**config.mk**
```make
export PLATFORM = sky130hd
export DESIGN_NAME = weighted_frame_average_top_flat
export DESIGN_NICKNAME = d
export VERILOG_FILES = /design/src/rtl/wfa_pkg.sv /design/src/rtl/wfa_if.sv /design/src/rtl/wfa_front.sv /design/src/rtl/wfa_queue.sv /design/src/rtl/wfa_back.sv /design/src/rtl/weighted_frame_average_top.sv /design/src/flat_wrapper.sv
export SDC_FILE = /design/constraint.sdc
export NUM_CORES = 2
export LEC_CHECK = 0
export ABC_AREA = 1
export BUFFER_PORTS_ARGS = -buffer_cell sky130_fd_sc_hd__buf_4
export CAP_MARGIN = 5
export CORE_ASPECT_RATIO = 1.75
export CORE_MARGIN = 2
export CORE_UTILIZATION = 60
export CTS_BUF_LIST = sky130_fd_sc_hd__clkbuf_4
export DETAILED_ROUTE_END_ITERATION = 12
export PLACE_DENSITY_LB_ADDON = 0.08
export SLEW_MARGIN = 20
export SYNTH_ARGS = -nofsm -noshare
export SYNTH_HDL_FRONTEND = slang
export SYNTH_SLANG_ARGS = --single-unit
```
**constraint.sdc**
```tcl
create_clock -name clk -period 30.7 [get_ports clk]
set_input_delay 0 -clock clk [delete_from_list [all_inputs] [get_ports clk]]
set_output_delay 0 -clock clk [all_outputs]
set_load 0.03 [all_outputs]
```
**src/rtl/wfa_pkg.sv**
```systemverilog
package wfa_pkg;

    localparam int TAPS_MAX    = 5;
    localparam int SAMPLE_W    = 16;
    localparam int WEIGHT_W    = 11;
    // effective weight can collect all five weights onto the centre frame
    localparam int EFF_W       = 14;
    localparam int FLAG_W      = 5;
    localparam int DIV_W       = 16;
    localparam int SBITS_W     = 5;
    localparam int CFG_IDX_W   = 3;
    localparam int CFG_DATA_W  = 16;
    localparam int PROD_W      = SAMPLE_W + 1 + EFF_W;
    localparam int ACC_W       = PROD_W + 3;
    localparam int DIV_STEPS   = SAMPLE_W;
    localparam int QUEUE_DEPTH = 2;

    typedef enum logic [CFG_IDX_W-1:0] {
        REG_WEIGHT_0    = 3'd0,
        REG_WEIGHT_1    = 3'd1,
        REG_WEIGHT_2    = 3'd2,
        REG_WEIGHT_3    = 3'd3,
        REG_WEIGHT_4    = 3'd4,
        REG_DIVISOR     = 3'd5,
        REG_SAMPLE_BITS = 3'd6,
        REG_CUT_GUARD   = 3'd7
    } wfa_reg_t;

    typedef struct packed {
        logic [TAPS_MAX-1:0][WEIGHT_W-1:0] weight;
        logic [DIV_W-1:0]                  divisor;
        logic [SAMPLE_W-1:0]               max_val;
        logic                              cut_guard;
    } wfa_cfg_t;

    typedef struct packed {
        logic [TAPS_MAX-1:0][SAMPLE_W-1:0] sample;
        logic [TAPS_MAX-1:0][EFF_W-1:0]    weight;
    } wfa_work_t;

endpackage

```
**src/rtl/wfa_if.sv**
```systemverilog
interface wfa_in_if;
    import wfa_pkg::*;

    logic                valid;
    logic                ready;
    logic [SAMPLE_W-1:0] sample_0;
    logic [SAMPLE_W-1:0] sample_1;
    logic [SAMPLE_W-1:0] sample_2;
    logic [SAMPLE_W-1:0] sample_3;
    logic [SAMPLE_W-1:0] sample_4;
    logic [FLAG_W-1:0]   prev_cut_flags;
    logic [FLAG_W-1:0]   next_cut_flags;

    modport source (
        output valid, sample_0, sample_1, sample_2, sample_3, sample_4,
               prev_cut_flags, next_cut_flags,
        input  ready
    );
    modport sink (
        input  valid, sample_0, sample_1, sample_2, sample_3, sample_4,
               prev_cut_flags, next_cut_flags,
        output ready
    );
endinterface

interface wfa_out_if;
    import wfa_pkg::*;

    logic                valid;
    logic                ready;
    logic [SAMPLE_W-1:0] result_sample;

    modport source (
        output valid, result_sample,
        input  ready
    );
    modport sink (
        input  valid, result_sample,
        output ready
    );
endinterface

```
**src/rtl/wfa_front.sv**
```systemverilog
module wfa_front #(
    parameter int TAPS = 5
) (
    input  logic               clk,
    input  logic               rst_n,
    input  wfa_pkg::wfa_cfg_t  cfg,
    wfa_in_if.sink             frames,
    input  logic               q_full,
    output logic               q_push,
    output wfa_pkg::wfa_work_t work
);
    import wfa_pkg::*;

    localparam int CENTRE = TAPS / 2;

    logic                        valid_reg;
    logic                        valid_next;
    wfa_work_t                   work_reg;
    wfa_work_t                   work_next;
    logic                        accept;
    logic [FLAG_W-1:0]           pflags;
    logic [FLAG_W-1:0]           nflags;
    logic [2:0]                  first_keep;
    logic [2:0]                  last_keep;
    logic signed [EFF_W-1:0]     w_eff [TAPS_MAX];
    logic signed [EFF_W-1:0]     moved;

    assign frames.ready = !valid_reg || !q_full;
    assign accept       = frames.valid && frames.ready;
    assign q_push       = valid_reg && !q_full;
    assign work         = work_reg;
    assign pflags       = frames.prev_cut_flags;
    assign nflags       = frames.next_cut_flags;

    // nearest cut on each side of the centre frame
    always_comb
    begin
        first_keep = 3'd0;
        last_keep  = 3'(TAPS);
        for (int i = 1; i <= CENTRE; i++)
        begin
            if (pflags[i])
            begin
                first_keep = 3'(i);
            end
        end
        for (int i = TAPS - 2; i >= CENTRE; i--)
        begin
            if (nflags[i])
            begin
                last_keep = 3'(i);
            end
        end
    end

    // fold weights of frames beyond the cuts onto the centre when the cut guard is on
    always_comb
    begin
        moved = '0;
        for (int i = 0; i < TAPS_MAX; i++)
        begin
            if (i < TAPS)
            begin
                w_eff[i] = EFF_W'($signed(cfg.weight[i]));
            end
            else
            begin
                w_eff[i] = '0;
            end
            if (cfg.cut_guard && (i < TAPS)
                && ((3'(i) < first_keep) || (3'(i) > last_keep)))
            begin
                moved    = moved + w_eff[i];
                w_eff[i] = '0;
            end
        end
        w_eff[CENTRE] = w_eff[CENTRE] + moved;
    end

    always_comb
    begin
        work_next.sample[0] = frames.sample_0;
        work_next.sample[1] = frames.sample_1;
        work_next.sample[2] = frames.sample_2;
        work_next.sample[3] = frames.sample_3;
        work_next.sample[4] = frames.sample_4;
        for (int i = 0; i < TAPS_MAX; i++)
        begin
            work_next.weight[i] = w_eff[i];
        end
    end

    always_comb
    begin
        valid_next = valid_reg;
        if (accept)
        begin
            valid_next = 1'b1;
        end
        else if (q_push)
        begin
            valid_next = 1'b0;
        end
    end

    always_ff @(posedge clk or negedge rst_n)
    begin
        if (!rst_n)
        begin
            valid_reg <= 1'b0;
        end
        else
        begin
            valid_reg <= valid_next;
        end
    end

    always_ff @(posedge clk)
    begin
        if (accept)
        begin
            work_reg <= work_next;
        end
    end

endmodule

```
**src/rtl/wfa_queue.sv**
```systemverilog
module wfa_queue (
    input  logic               clk,
    input  logic               rst_n,
    input  logic               push,
    input  wfa_pkg::wfa_work_t push_data,
    input  logic               pop,
    output wfa_pkg::wfa_work_t head,
    output logic               full,
    output logic               empty
);
    import wfa_pkg::*;

    localparam int PTR_W = (QUEUE_DEPTH > 1) ? $clog2(QUEUE_DEPTH) : 1;
    localparam int CNT_W = $clog2(QUEUE_DEPTH + 1);

    wfa_work_t          mem_reg [QUEUE_DEPTH];
    logic [PTR_W-1:0]   wr_ptr_reg;
    logic [PTR_W-1:0]   wr_ptr_next;
    logic [PTR_W-1:0]   rd_ptr_reg;
    logic [PTR_W-1:0]   rd_ptr_next;
    logic [CNT_W-1:0]   count_reg;
    logic [CNT_W-1:0]   count_next;

    assign full  = (count_reg == CNT_W'(QUEUE_DEPTH));
    assign empty = (count_reg == '0);
    assign head  = mem_reg[rd_ptr_reg];

    always_comb
    begin
        wr_ptr_next = wr_ptr_reg;
        rd_ptr_next = rd_ptr_reg;
        count_next  = count_reg;
        if (push)
        begin
            wr_ptr_next = (wr_ptr_reg == PTR_W'(QUEUE_DEPTH - 1)) ? '0 : wr_ptr_reg + 1'b1;
        end
        if (pop)
        begin
            rd_ptr_next = (rd_ptr_reg == PTR_W'(QUEUE_DEPTH - 1)) ? '0 : rd_ptr_reg + 1'b1;
        end
        if (push && !pop)
        begin
            count_next = count_reg + 1'b1;
        end
        else if (pop && !push)
        begin
            count_next = count_reg - 1'b1;
        end
    end

    always_ff @(posedge clk or negedge rst_n)
    begin
        if (!rst_n)
        begin
            wr_ptr_reg <= '0;
            rd_ptr_reg <= '0;
            count_reg  <= '0;
        end
        else
        begin
            wr_ptr_reg <= wr_ptr_next;
            rd_ptr_reg <= rd_ptr_next;
            count_reg  <= count_next;
        end
    end

    always_ff @(posedge clk)
    begin
        if (push)
        begin
            mem_reg[wr_ptr_reg] <= push_data;
        end
    end

endmodule

```
**src/rtl/wfa_back.sv**
```systemverilog
module wfa_back #(
    parameter int TAPS = 5
) (
    input  logic               clk,
    input  logic               rst_n,
    input  wfa_pkg::wfa_cfg_t  cfg,
    input  wfa_pkg::wfa_work_t head,
    input  logic               q_empty,
    output logic               q_pop,
    wfa_out_if.source          result
);
    import wfa_pkg::*;

    logic                        adv;

    logic                        v1_reg;
    logic signed [PROD_W-1:0]    prod_reg  [TAPS_MAX];
    logic signed [PROD_W-1:0]    prod_next [TAPS_MAX];

    logic                        v2_reg;
    logic signed [ACC_W-1:0]     acc_reg;
    logic signed [ACC_W-1:0]     acc_next;

    logic [ACC_W-2:0]            pos;
    logic [ACC_W-1:0]            num;
    logic                        sat0;

    logic                        dv_reg    [DIV_STEPS+1];
    logic                        sat_reg   [DIV_STEPS+1];
    logic [DIV_W-1:0]            rem_reg   [DIV_STEPS+1];
    logic [DIV_W-1:0]            rem_next  [DIV_STEPS+1];
    logic [SAMPLE_W-1:0]         sh_reg    [DIV_STEPS+1];
    logic [SAMPLE_W-1:0]         sh_next   [DIV_STEPS+1];

    logic                        out_valid_reg;
    logic [SAMPLE_W-1:0]         out_reg;
    logic [SAMPLE_W-1:0]         out_next;

    // whole back pipeline moves together unless the output is held
    assign adv   = !out_valid_reg || result.ready;
    assign q_pop = adv && !q_empty;

    always_comb
    begin
        for (int i = 0; i < TAPS_MAX; i++)
        begin
            if (i < TAPS)
            begin
                prod_next[i] = $signed({1'b0, head.sample[i]}) * $signed(head.weight[i]);
            end
            else
            begin
                prod_next[i] = '0;
            end
        end
    end

    always_comb
    begin
        acc_next = '0;
        for (int i = 0; i < TAPS_MAX; i++)
        begin
            acc_next = acc_next + ACC_W'(prod_reg[i]);
        end
    end

    // clamp at zero, bias for round-up, flag quotients past 16 bits
    always_comb
    begin
        pos  = acc_reg[ACC_W-1] ? '0 : acc_reg[ACC_W-2:0];
        num  = ACC_W'(pos) + ACC_W'(cfg.divisor) - ACC_W'(1);
        sat0 = (num >= ACC_W'({cfg.divisor, {SAMPLE_W{1'b0}}}));
    end

    // one quotient bit per stage, restoring
    always_comb
    begin
        logic [DIV_W:0] trial;
        logic           ge;
        rem_next[0] = DIV_W'(num >> SAMPLE_W);
        sh_next[0]  = num[SAMPLE_W-1:0];
        for (int k = 1; k <= DIV_STEPS; k++)
        begin
            trial = {rem_reg[k-1], sh_reg[k-1][SAMPLE_W-1]};
            ge    = (trial >= {1'b0, cfg.divisor});
            if (ge)
            begin
                rem_next[k] = DIV_W'(trial - {1'b0, cfg.divisor});
            end
            else
            begin
                rem_next[k] = trial[DIV_W-1:0];
            end
            sh_next[k] = {sh_reg[k-1][SAMPLE_W-2:0], ge};
        end
    end

    always_comb
    begin
        if (sat_reg[DIV_STEPS] || (sh_reg[DIV_STEPS] > cfg.max_val))
        begin
            out_next = cfg.max_val;
        end
        else
        begin
            out_next = sh_reg[DIV_STEPS];
        end
    end

    always_ff @(posedge clk or negedge rst_n)
    begin
        if (!rst_n)
        begin
            v1_reg        <= 1'b0;
            v2_reg        <= 1'b0;
            out_valid_reg <= 1'b0;
            for (int k = 0; k <= DIV_STEPS; k++)
            begin
                dv_reg[k] <= 1'b0;
            end
        end
        else if (adv)
        begin
            v1_reg        <= !q_empty;
            v2_reg        <= v1_reg;
            dv_reg[0]     <= v2_reg;
            for (int k = 1; k <= DIV_STEPS; k++)
            begin
                dv_reg[k] <= dv_reg[k-1];
            end
            out_valid_reg <= dv_reg[DIV_STEPS];
        end
    end

    always_ff @(posedge clk)
    begin
        if (adv)
        begin
            for (int i = 0; i < TAPS_MAX; i++)
            begin
                prod_reg[i] <= prod_next[i];
            end
            acc_reg    <= acc_next;
            sat_reg[0] <= sat0;
            for (int k = 0; k <= DIV_STEPS; k++)
            begin
                rem_reg[k] <= rem_next[k];
                sh_reg[k]  <= sh_next[k];
            end
            for (int k = 1; k <= DIV_STEPS; k++)
            begin
                sat_reg[k] <= sat_reg[k-1];
            end
            out_reg <= out_next;
        end
    end

    assign result.valid         = out_valid_reg;
    assign result.result_sample = out_reg;

endmodule

```
**src/rtl/weighted_frame_average_top.sv**
```systemverilog
// path: front register, queue, product, sum, quotient stages, output register
// throughput: one item per cycle unless the output is held; the multiply
// stage and the 16-stage quotient pipeline take a new item each cycle they
// advance, a two-entry queue between front and back lets either side stall alone
// reset: weights 0,0,1,0,0, divisor 1, sample bits 8, cut guard off; all
// pipeline and queue valid state cleared
module weighted_frame_average_top #(
    parameter int TAPS = 5
) (
    input  logic                           clk,
    input  logic                           rst_n,
    input  logic                           cfg_wr_en,
    input  logic [wfa_pkg::CFG_IDX_W-1:0]  cfg_index,
    input  logic [wfa_pkg::CFG_DATA_W-1:0] cfg_data,
    wfa_in_if.sink                         frames,
    wfa_out_if.source                      result
);
    import wfa_pkg::*;

    // configuration registers
    logic [TAPS_MAX-1:0][WEIGHT_W-1:0] weight_reg;
    logic [TAPS_MAX-1:0][WEIGHT_W-1:0] weight_next;
    logic [DIV_W-1:0]                  divisor_reg;
    logic [DIV_W-1:0]                  divisor_next;
    logic [SBITS_W-1:0]                sample_bits_reg;
    logic [SBITS_W-1:0]                sample_bits_next;
    logic                              cut_guard_reg;
    logic                              cut_guard_next;

    // derived settings seen by both halves
    wfa_cfg_t                          cfg;
    logic [SBITS_W-1:0]                bits_eff;
    logic [SAMPLE_W:0]                 max_wide;

    // queue hookup
    logic                              q_push;
    logic                              q_full;
    logic                              q_pop;
    logic                              q_empty;
    wfa_work_t                         front_work;
    wfa_work_t                         q_head;

    // register writes, decoded by index
    always_comb
    begin
        weight_next      = weight_reg;
        divisor_next     = divisor_reg;
        sample_bits_next = sample_bits_reg;
        cut_guard_next   = cut_guard_reg;
        if (cfg_wr_en)
        begin
            case (wfa_reg_t'(cfg_index))
                REG_WEIGHT_0:    weight_next[0]   = cfg_data[WEIGHT_W-1:0];
                REG_WEIGHT_1:    weight_next[1]   = cfg_data[WEIGHT_W-1:0];
                REG_WEIGHT_2:    weight_next[2]   = cfg_data[WEIGHT_W-1:0];
                REG_WEIGHT_3:    weight_next[3]   = cfg_data[WEIGHT_W-1:0];
                REG_WEIGHT_4:    weight_next[4]   = cfg_data[WEIGHT_W-1:0];
                REG_DIVISOR:     divisor_next     = cfg_data[DIV_W-1:0];
                REG_SAMPLE_BITS: sample_bits_next = cfg_data[SBITS_W-1:0];
                REG_CUT_GUARD:   cut_guard_next   = cfg_data[0];
                default:         cut_guard_next   = cut_guard_reg;
            endcase
        end
    end

    always_ff @(posedge clk or negedge rst_n)
    begin
        if (!rst_n)
        begin
            // centre weight one, all others zero
            weight_reg      <= {WEIGHT_W'(0), WEIGHT_W'(0), WEIGHT_W'(1),
                                WEIGHT_W'(0), WEIGHT_W'(0)};
            divisor_reg     <= DIV_W'(1);
            sample_bits_reg <= SBITS_W'(8);
            cut_guard_reg   <= 1'b0;
        end
        else
        begin
            weight_reg      <= weight_next;
            divisor_reg     <= divisor_next;
            sample_bits_reg <= sample_bits_next;
            cut_guard_reg   <= cut_guard_next;
        end
    end

    // zero divisor acts as one; sample width caps at 16 bits
    always_comb
    begin
        bits_eff      = (sample_bits_reg > SBITS_W'(SAMPLE_W)) ? SBITS_W'(SAMPLE_W)
                                                               : sample_bits_reg;
        max_wide      = ((SAMPLE_W + 1)'(1) << bits_eff) - (SAMPLE_W + 1)'(1);
        cfg.weight    = weight_reg;
        cfg.divisor   = (divisor_reg == '0) ? DIV_W'(1) : divisor_reg;
        cfg.max_val   = max_wide[SAMPLE_W-1:0];
        cfg.cut_guard = cut_guard_reg;
    end

    // front: accept, locate scene cuts, fold weights
    wfa_front #(
        .TAPS (TAPS)
    ) u_front (
        .clk    (clk),
        .rst_n  (rst_n),
        .cfg    (cfg),
        .frames (frames),
        .q_full (q_full),
        .q_push (q_push),
        .work   (front_work)
    );

    // short decoupling queue
    wfa_queue u_queue (
        .clk       (clk),
        .rst_n     (rst_n),
        .push      (q_push),
        .push_data (front_work),
        .pop       (q_pop),
        .head      (q_head),
        .full      (q_full),
        .empty     (q_empty)
    );

    // back: multiply, sum, clamp, divide with round-up, saturate
    wfa_back #(
        .TAPS (TAPS)
    ) u_back (
        .clk     (clk),
        .rst_n   (rst_n),
        .cfg     (cfg),
        .head    (q_head),
        .q_empty (q_empty),
        .q_pop   (q_pop),
        .result  (result)
    );

`ifndef SYNTHESIS
    // a held result must freeze the back pipeline
    a_stall_no_pop: assert property (@(posedge clk) disable iff (!rst_n)
        (result.valid && !result.ready) |-> !q_pop)
        else $error("queue popped while result held");

    a_no_overflow: assert property (@(posedge clk) disable iff (!rst_n)
        q_push |-> !q_full)
        else $error("push into full queue");

    a_no_underflow: assert property (@(posedge clk) disable iff (!rst_n)
        q_pop |-> !q_empty)
        else $error("pop from empty queue");

    // a pushed item makes the queue non-empty on the next edge
    a_push_lands: assert property (@(posedge clk) disable iff (!rst_n)
        q_push |=> !q_empty)
        else $error("pushed item lost");
`endif

endmodule
```
**src/flat_wrapper.sv**
```systemverilog
// flat-port wrapper written by rule: the top's interface ports become plain ports
module weighted_frame_average_top_flat import wfa_pkg::*;
#(
    parameter int TAPS = 5
)
  (clk, rst_n, cfg_wr_en, cfg_index, cfg_data, frames_valid, frames_sample_0, frames_sample_1, frames_sample_2, frames_sample_3, frames_sample_4, frames_prev_cut_flags, frames_next_cut_flags, frames_ready, result_valid, result_result_sample, result_ready);
  wfa_in_if frames_i ();
  wfa_out_if result_i ();
  input  logic clk;
  input  logic rst_n;
  input  logic cfg_wr_en;
  input  logic [wfa_pkg::CFG_IDX_W-1:0] cfg_index;
  input  logic [wfa_pkg::CFG_DATA_W-1:0] cfg_data;
  input wire logic [$bits(frames_i.valid)-1:0] frames_valid;
  input wire logic [$bits(frames_i.sample_0)-1:0] frames_sample_0;
  input wire logic [$bits(frames_i.sample_1)-1:0] frames_sample_1;
  input wire logic [$bits(frames_i.sample_2)-1:0] frames_sample_2;
  input wire logic [$bits(frames_i.sample_3)-1:0] frames_sample_3;
  input wire logic [$bits(frames_i.sample_4)-1:0] frames_sample_4;
  input wire logic [$bits(frames_i.prev_cut_flags)-1:0] frames_prev_cut_flags;
  input wire logic [$bits(frames_i.next_cut_flags)-1:0] frames_next_cut_flags;
  output wire logic [$bits(frames_i.ready)-1:0] frames_ready;
  output wire logic [$bits(result_i.valid)-1:0] result_valid;
  output wire logic [$bits(result_i.result_sample)-1:0] result_result_sample;
  input wire logic [$bits(result_i.ready)-1:0] result_ready;
  assign frames_i.valid = frames_valid;
  assign frames_i.sample_0 = frames_sample_0;
  assign frames_i.sample_1 = frames_sample_1;
  assign frames_i.sample_2 = frames_sample_2;
  assign frames_i.sample_3 = frames_sample_3;
  assign frames_i.sample_4 = frames_sample_4;
  assign frames_i.prev_cut_flags = frames_prev_cut_flags;
  assign frames_i.next_cut_flags = frames_next_cut_flags;
  assign frames_ready = frames_i.ready;
  assign result_valid = result_i.valid;
  assign result_result_sample = result_i.result_sample;
  assign result_i.ready = result_ready;
  weighted_frame_average_top #(.TAPS(TAPS)) u_core (.clk(clk), .rst_n(rst_n), .cfg_wr_en(cfg_wr_en), .cfg_index(cfg_index), .cfg_data(cfg_data), .frames(frames_i), .result(result_i));
endmodule
```
==> summary.txt <==
Route
  • Routed vias/inst: 5.63
  • Wirelength per Cell: 21.7 um
  • Via Count: 73859
  • 1st-iter DRT viols: 4409
  • # DRC: 0
  • Detailed Routing Iterations Pass 1: 8
  • DRT Wirelength: 284 mm
  • Antenna Nets Post-Route: 0

Global route
  • Largest net degree at the start of global routing: 113
  • Total Routing Usage GR: 33.8%
  • Global-route wire length before repair: 436 mm
  • Initial antenna violation count: 16
  • GR Overflow Total: 0
  • Vias in the first global route: 78940

Logic synthesis
  • Yosys warning count: 0
  • Synth Flop Type: edfxtp_1
  • Sequential area share after synthesis: 37.3%
  • FFs w/ async S/R, synth: 8.06%
  • Number of synthesized flops with an enable pin: 1164
  • Syn Std Cell Area: 101000 um^2
  • Synth cell types: 72
  • Synthesized net count: 12087
  • Post-synthesis register bit count: 1266
  • Post-Syn Area per Cell: 9.99 um^2
  • Synth Instances: 10070

Min path
  • Min-delay worst type: input pin to register
  • Hold path depth: 3
  • Min-delay src: frames_sample_0[4]

Critical path
  • Reg-to-Reg Start: u_core.u_queue.rd_ptr_reg$_DFFE_PN0P_
  • R2R depth: 24
  • Worst path arrival time: 9.40 ns
  • Crit. Startpoint: u_core.u_queue.rd_ptr_reg$_DFFE_PN0P_
  • Worst Path Max Fanout: 68
  • Worst EP required: 31.58 ns
  • Crit path capture type: register
  • Crit Path Class: register to register
  • Startpoint types: register

Cells and area
  • Area Growth Syn to Fin: 10.1%
  • Fill cells: 13409
  • Area of the multi-input gates: 56100 um^2
  • Number of flip-flops in the largest register: 276
  • Register area: 37500 um^2
  • Fin nets: 12702
  • Share of layout cells above drive strength 1: 9.36%
  • Final Cell Area: 111000 um^2

Timing
  • Final hold vios: 0
  • Final min period: 8.52 ns
  • Final slew viol count: 0
  • Worst-margin pin slew: 1.26 ns
  • Hold WS: 0.110 ns
  • Unrepaired setup endpoints after global routing: no
  • Final setup fails: 0
  • FMAX: 0.117 GHz
  • Fin crit share: 27.7%
  • Clk_skew: 0.121 ns
  • Setup_tns: 0 ns
  • Max_slew headroom: 14.8%

Floorplanning
  • # rows: 198
  • Die ar.: 171000 um^2
  • Core footprint: 166000 um^2
  • Die Wd: 314 um
  • Initial Utilization: 60.4%
  • Die height: 546 um
  • Io pins: 132

Place
  • DPL Wire Length: 221 mm
  • Gpl congestion: 0.978
  • I/O Buffers: 125
  • Dpl cell area: 104000 um^2

Clock tree
  • CTS buffer count: 305
  • Skew-Pair Late Insertion Delay: 1.23 ns
  • Clock root cell: clkbuf_4
  • Worst-path clk slew: 0.07 ns
  • PostCTS Resize Cnt: 0
  • CTS tree: done
  • H-tree levels: 5
  • Clock tree sinks: 1266
  • Clock tree buffer depth: 4

Outcome
  • Status: finished, final reports clean

Run
  • MaxCap Viol Count: 0
## synth_stat cells, drive strengths merged, types with 2 or more instances
cell type,count,area share [%]
o21ai,536,2.8
nand3b,17,0.17
mux2,17,0.19
a21boi,23,0.19
buf,72,0.45
edfxtp,1164,35
a21oi,541,2.7
o21bai,24,0.18
or2,135,0.84
a211oi,12,0.090
nor2,917,3.4
xor2,250,2.2
o211ai,27,0.24
nor3,75,0.40
nand2,1835,7.0
xnor2,179,1.6
clkbuf,103,0.39
and2,2,0.012
fa,944,19
o2111ai,12,0.12
a31oi,45,0.28
mux2i,10,0.099
o41ai,7,0.061
ha,959,12
o21a,14,0.10
nor4,34,0.21
nand3,216,1.1
dfrtp,99,2.5
nand4,41,0.25
a221oi,13,0.11
clkinv,7,0.026
o31ai,6,0.045
dfstp,3,0.078
a311oi,5,0.044
a21o,52,0.39
o221ai,5,0.044
inv,1657,6.2
## cell type report
type	count	share of cell area, %
Multi-Input combinational cell	6965	50.6
Sequential cell	1266	33.9
Inverter	1664	5.64
Timing Repair Buffer	483	3.85
Clock buffer	427	2.89
Tap cell	2200	2.48
Clock inverter	104	0.664
Antenna cell	10	0.0226
## metrics by stage
stage | cells | setup slack, ns | utilization, %
2_1_floorplan | 10070 | 6.80 | -
3_3_place_gp | 12332 | 22.12 | 62.7
3_5_place_dp | 12332 | 22.09 | 62.7
4_1_cts | 13109 | 22.10 | 66.5
5_1_grt | 13116 | 21.67 | 66.6
6_report | 13119 | 22.18 | 66.6
## kinds of logic (layout without fill, tap and decap cells)
kind of cell / count (synthesis) / in the layout / share of synthesized area [%]
AND/OR/NAND/NOR: 3275 / 3275 / 13.4
adder cells (fa/ha/maj): 1903 / 1903 / 30.7
buffers and inverters: 1839 / 2678 / 7.05
AO/OA/AOI/OAI: 1331 / 1331 / 7.51
flip-flops: 1266 / 1266 / 37.3
XOR/XNOR: 429 / 429 / 3.73
multiplexers: 27 / 27 / 0.290
other: 0 / 10 / 0
## critical path: stages, from the launching register on
cell	delay, ns
dfrtp_4	0.69
clkinv_2	0.21
buf_4	0.69
buf_4	0.55
or2_2	0.19
o21ai_0	0.40
inv_1	0.40
nand2_1	0.13
fa_1	0.57
inv_1	0.06
fa_1	0.48
fa_1	0.53
inv_1	0.06
fa_1	0.53
inv_1	0.05
fa_1	0.50
fa_1	0.42
ha_1	0.36
a21oi_1	0.25
o21a_1	0.16
o21ai_0	0.16
a21oi_1	0.31
o21ai_0	0.18
a21oi_1	0.20
xnor2_1	0.10
## what timing repair did
item,CTS,global route
setup buffers,0,0
setup endpoints to repair,0,0
hold endpoints to repair,412,0
hold buffers,246,0
## cells in the final DEF (no fill, tap or decap), drive strengths merged, types with 52 or more instances in the layout
cell         instances
buf                238
nand2             1835
fa                 944
clkinv              91
a21o                52
nand3              216
o21ai              536
nor2               917
nor3                75
inv               1660
clkbuf             427
dfrtp               99
a21oi              541
or2                135
edfxtp            1164
dlygate4sd3        245
ha                 959
xnor2              179
xor2               250
## per-layer routing
layer / vias to the layer above / GRT usage [%] / wire length, um
li1: 34298 / - / -
met1: 36024 / 34.2 / 95300
met2: 2483 / 61.9 / 149000
met3: 1044 / 4.45 / 13200
met4: 10 / 26.6 / 26700
met5: - / 0 / 61
## final timing paths
| check | endpoint | slack, ns |
|---|---|---|
| setup / recovery | u_core.u_back.prod_reg[0][22]$_DFFE_PN_ | 22.18 |
| hold / removal | u_core.u_front.work[74]$_DFFE_PP_ | 0.11 |
| setup reg to reg | u_core.u_back.prod_reg[0][22]$_DFFE_PN_ | 22.18 |
| hold reg to reg | u_core.u_back.sh_reg[0][76]$_DFFE_PN_ | 0.39 |
| max in group asynchronous | u_core.u_queue.rd_ptr_reg$_DFFE_PN0P_ | 29.53 |
| min in group asynchronous | u_core.cfg[44]$_DFFE_PN0P_ | 0.16 |
Power is left out: the tool's default activity adds up to more than one toggle a clock period on the data nets, which glitch-free logic cannot reach.
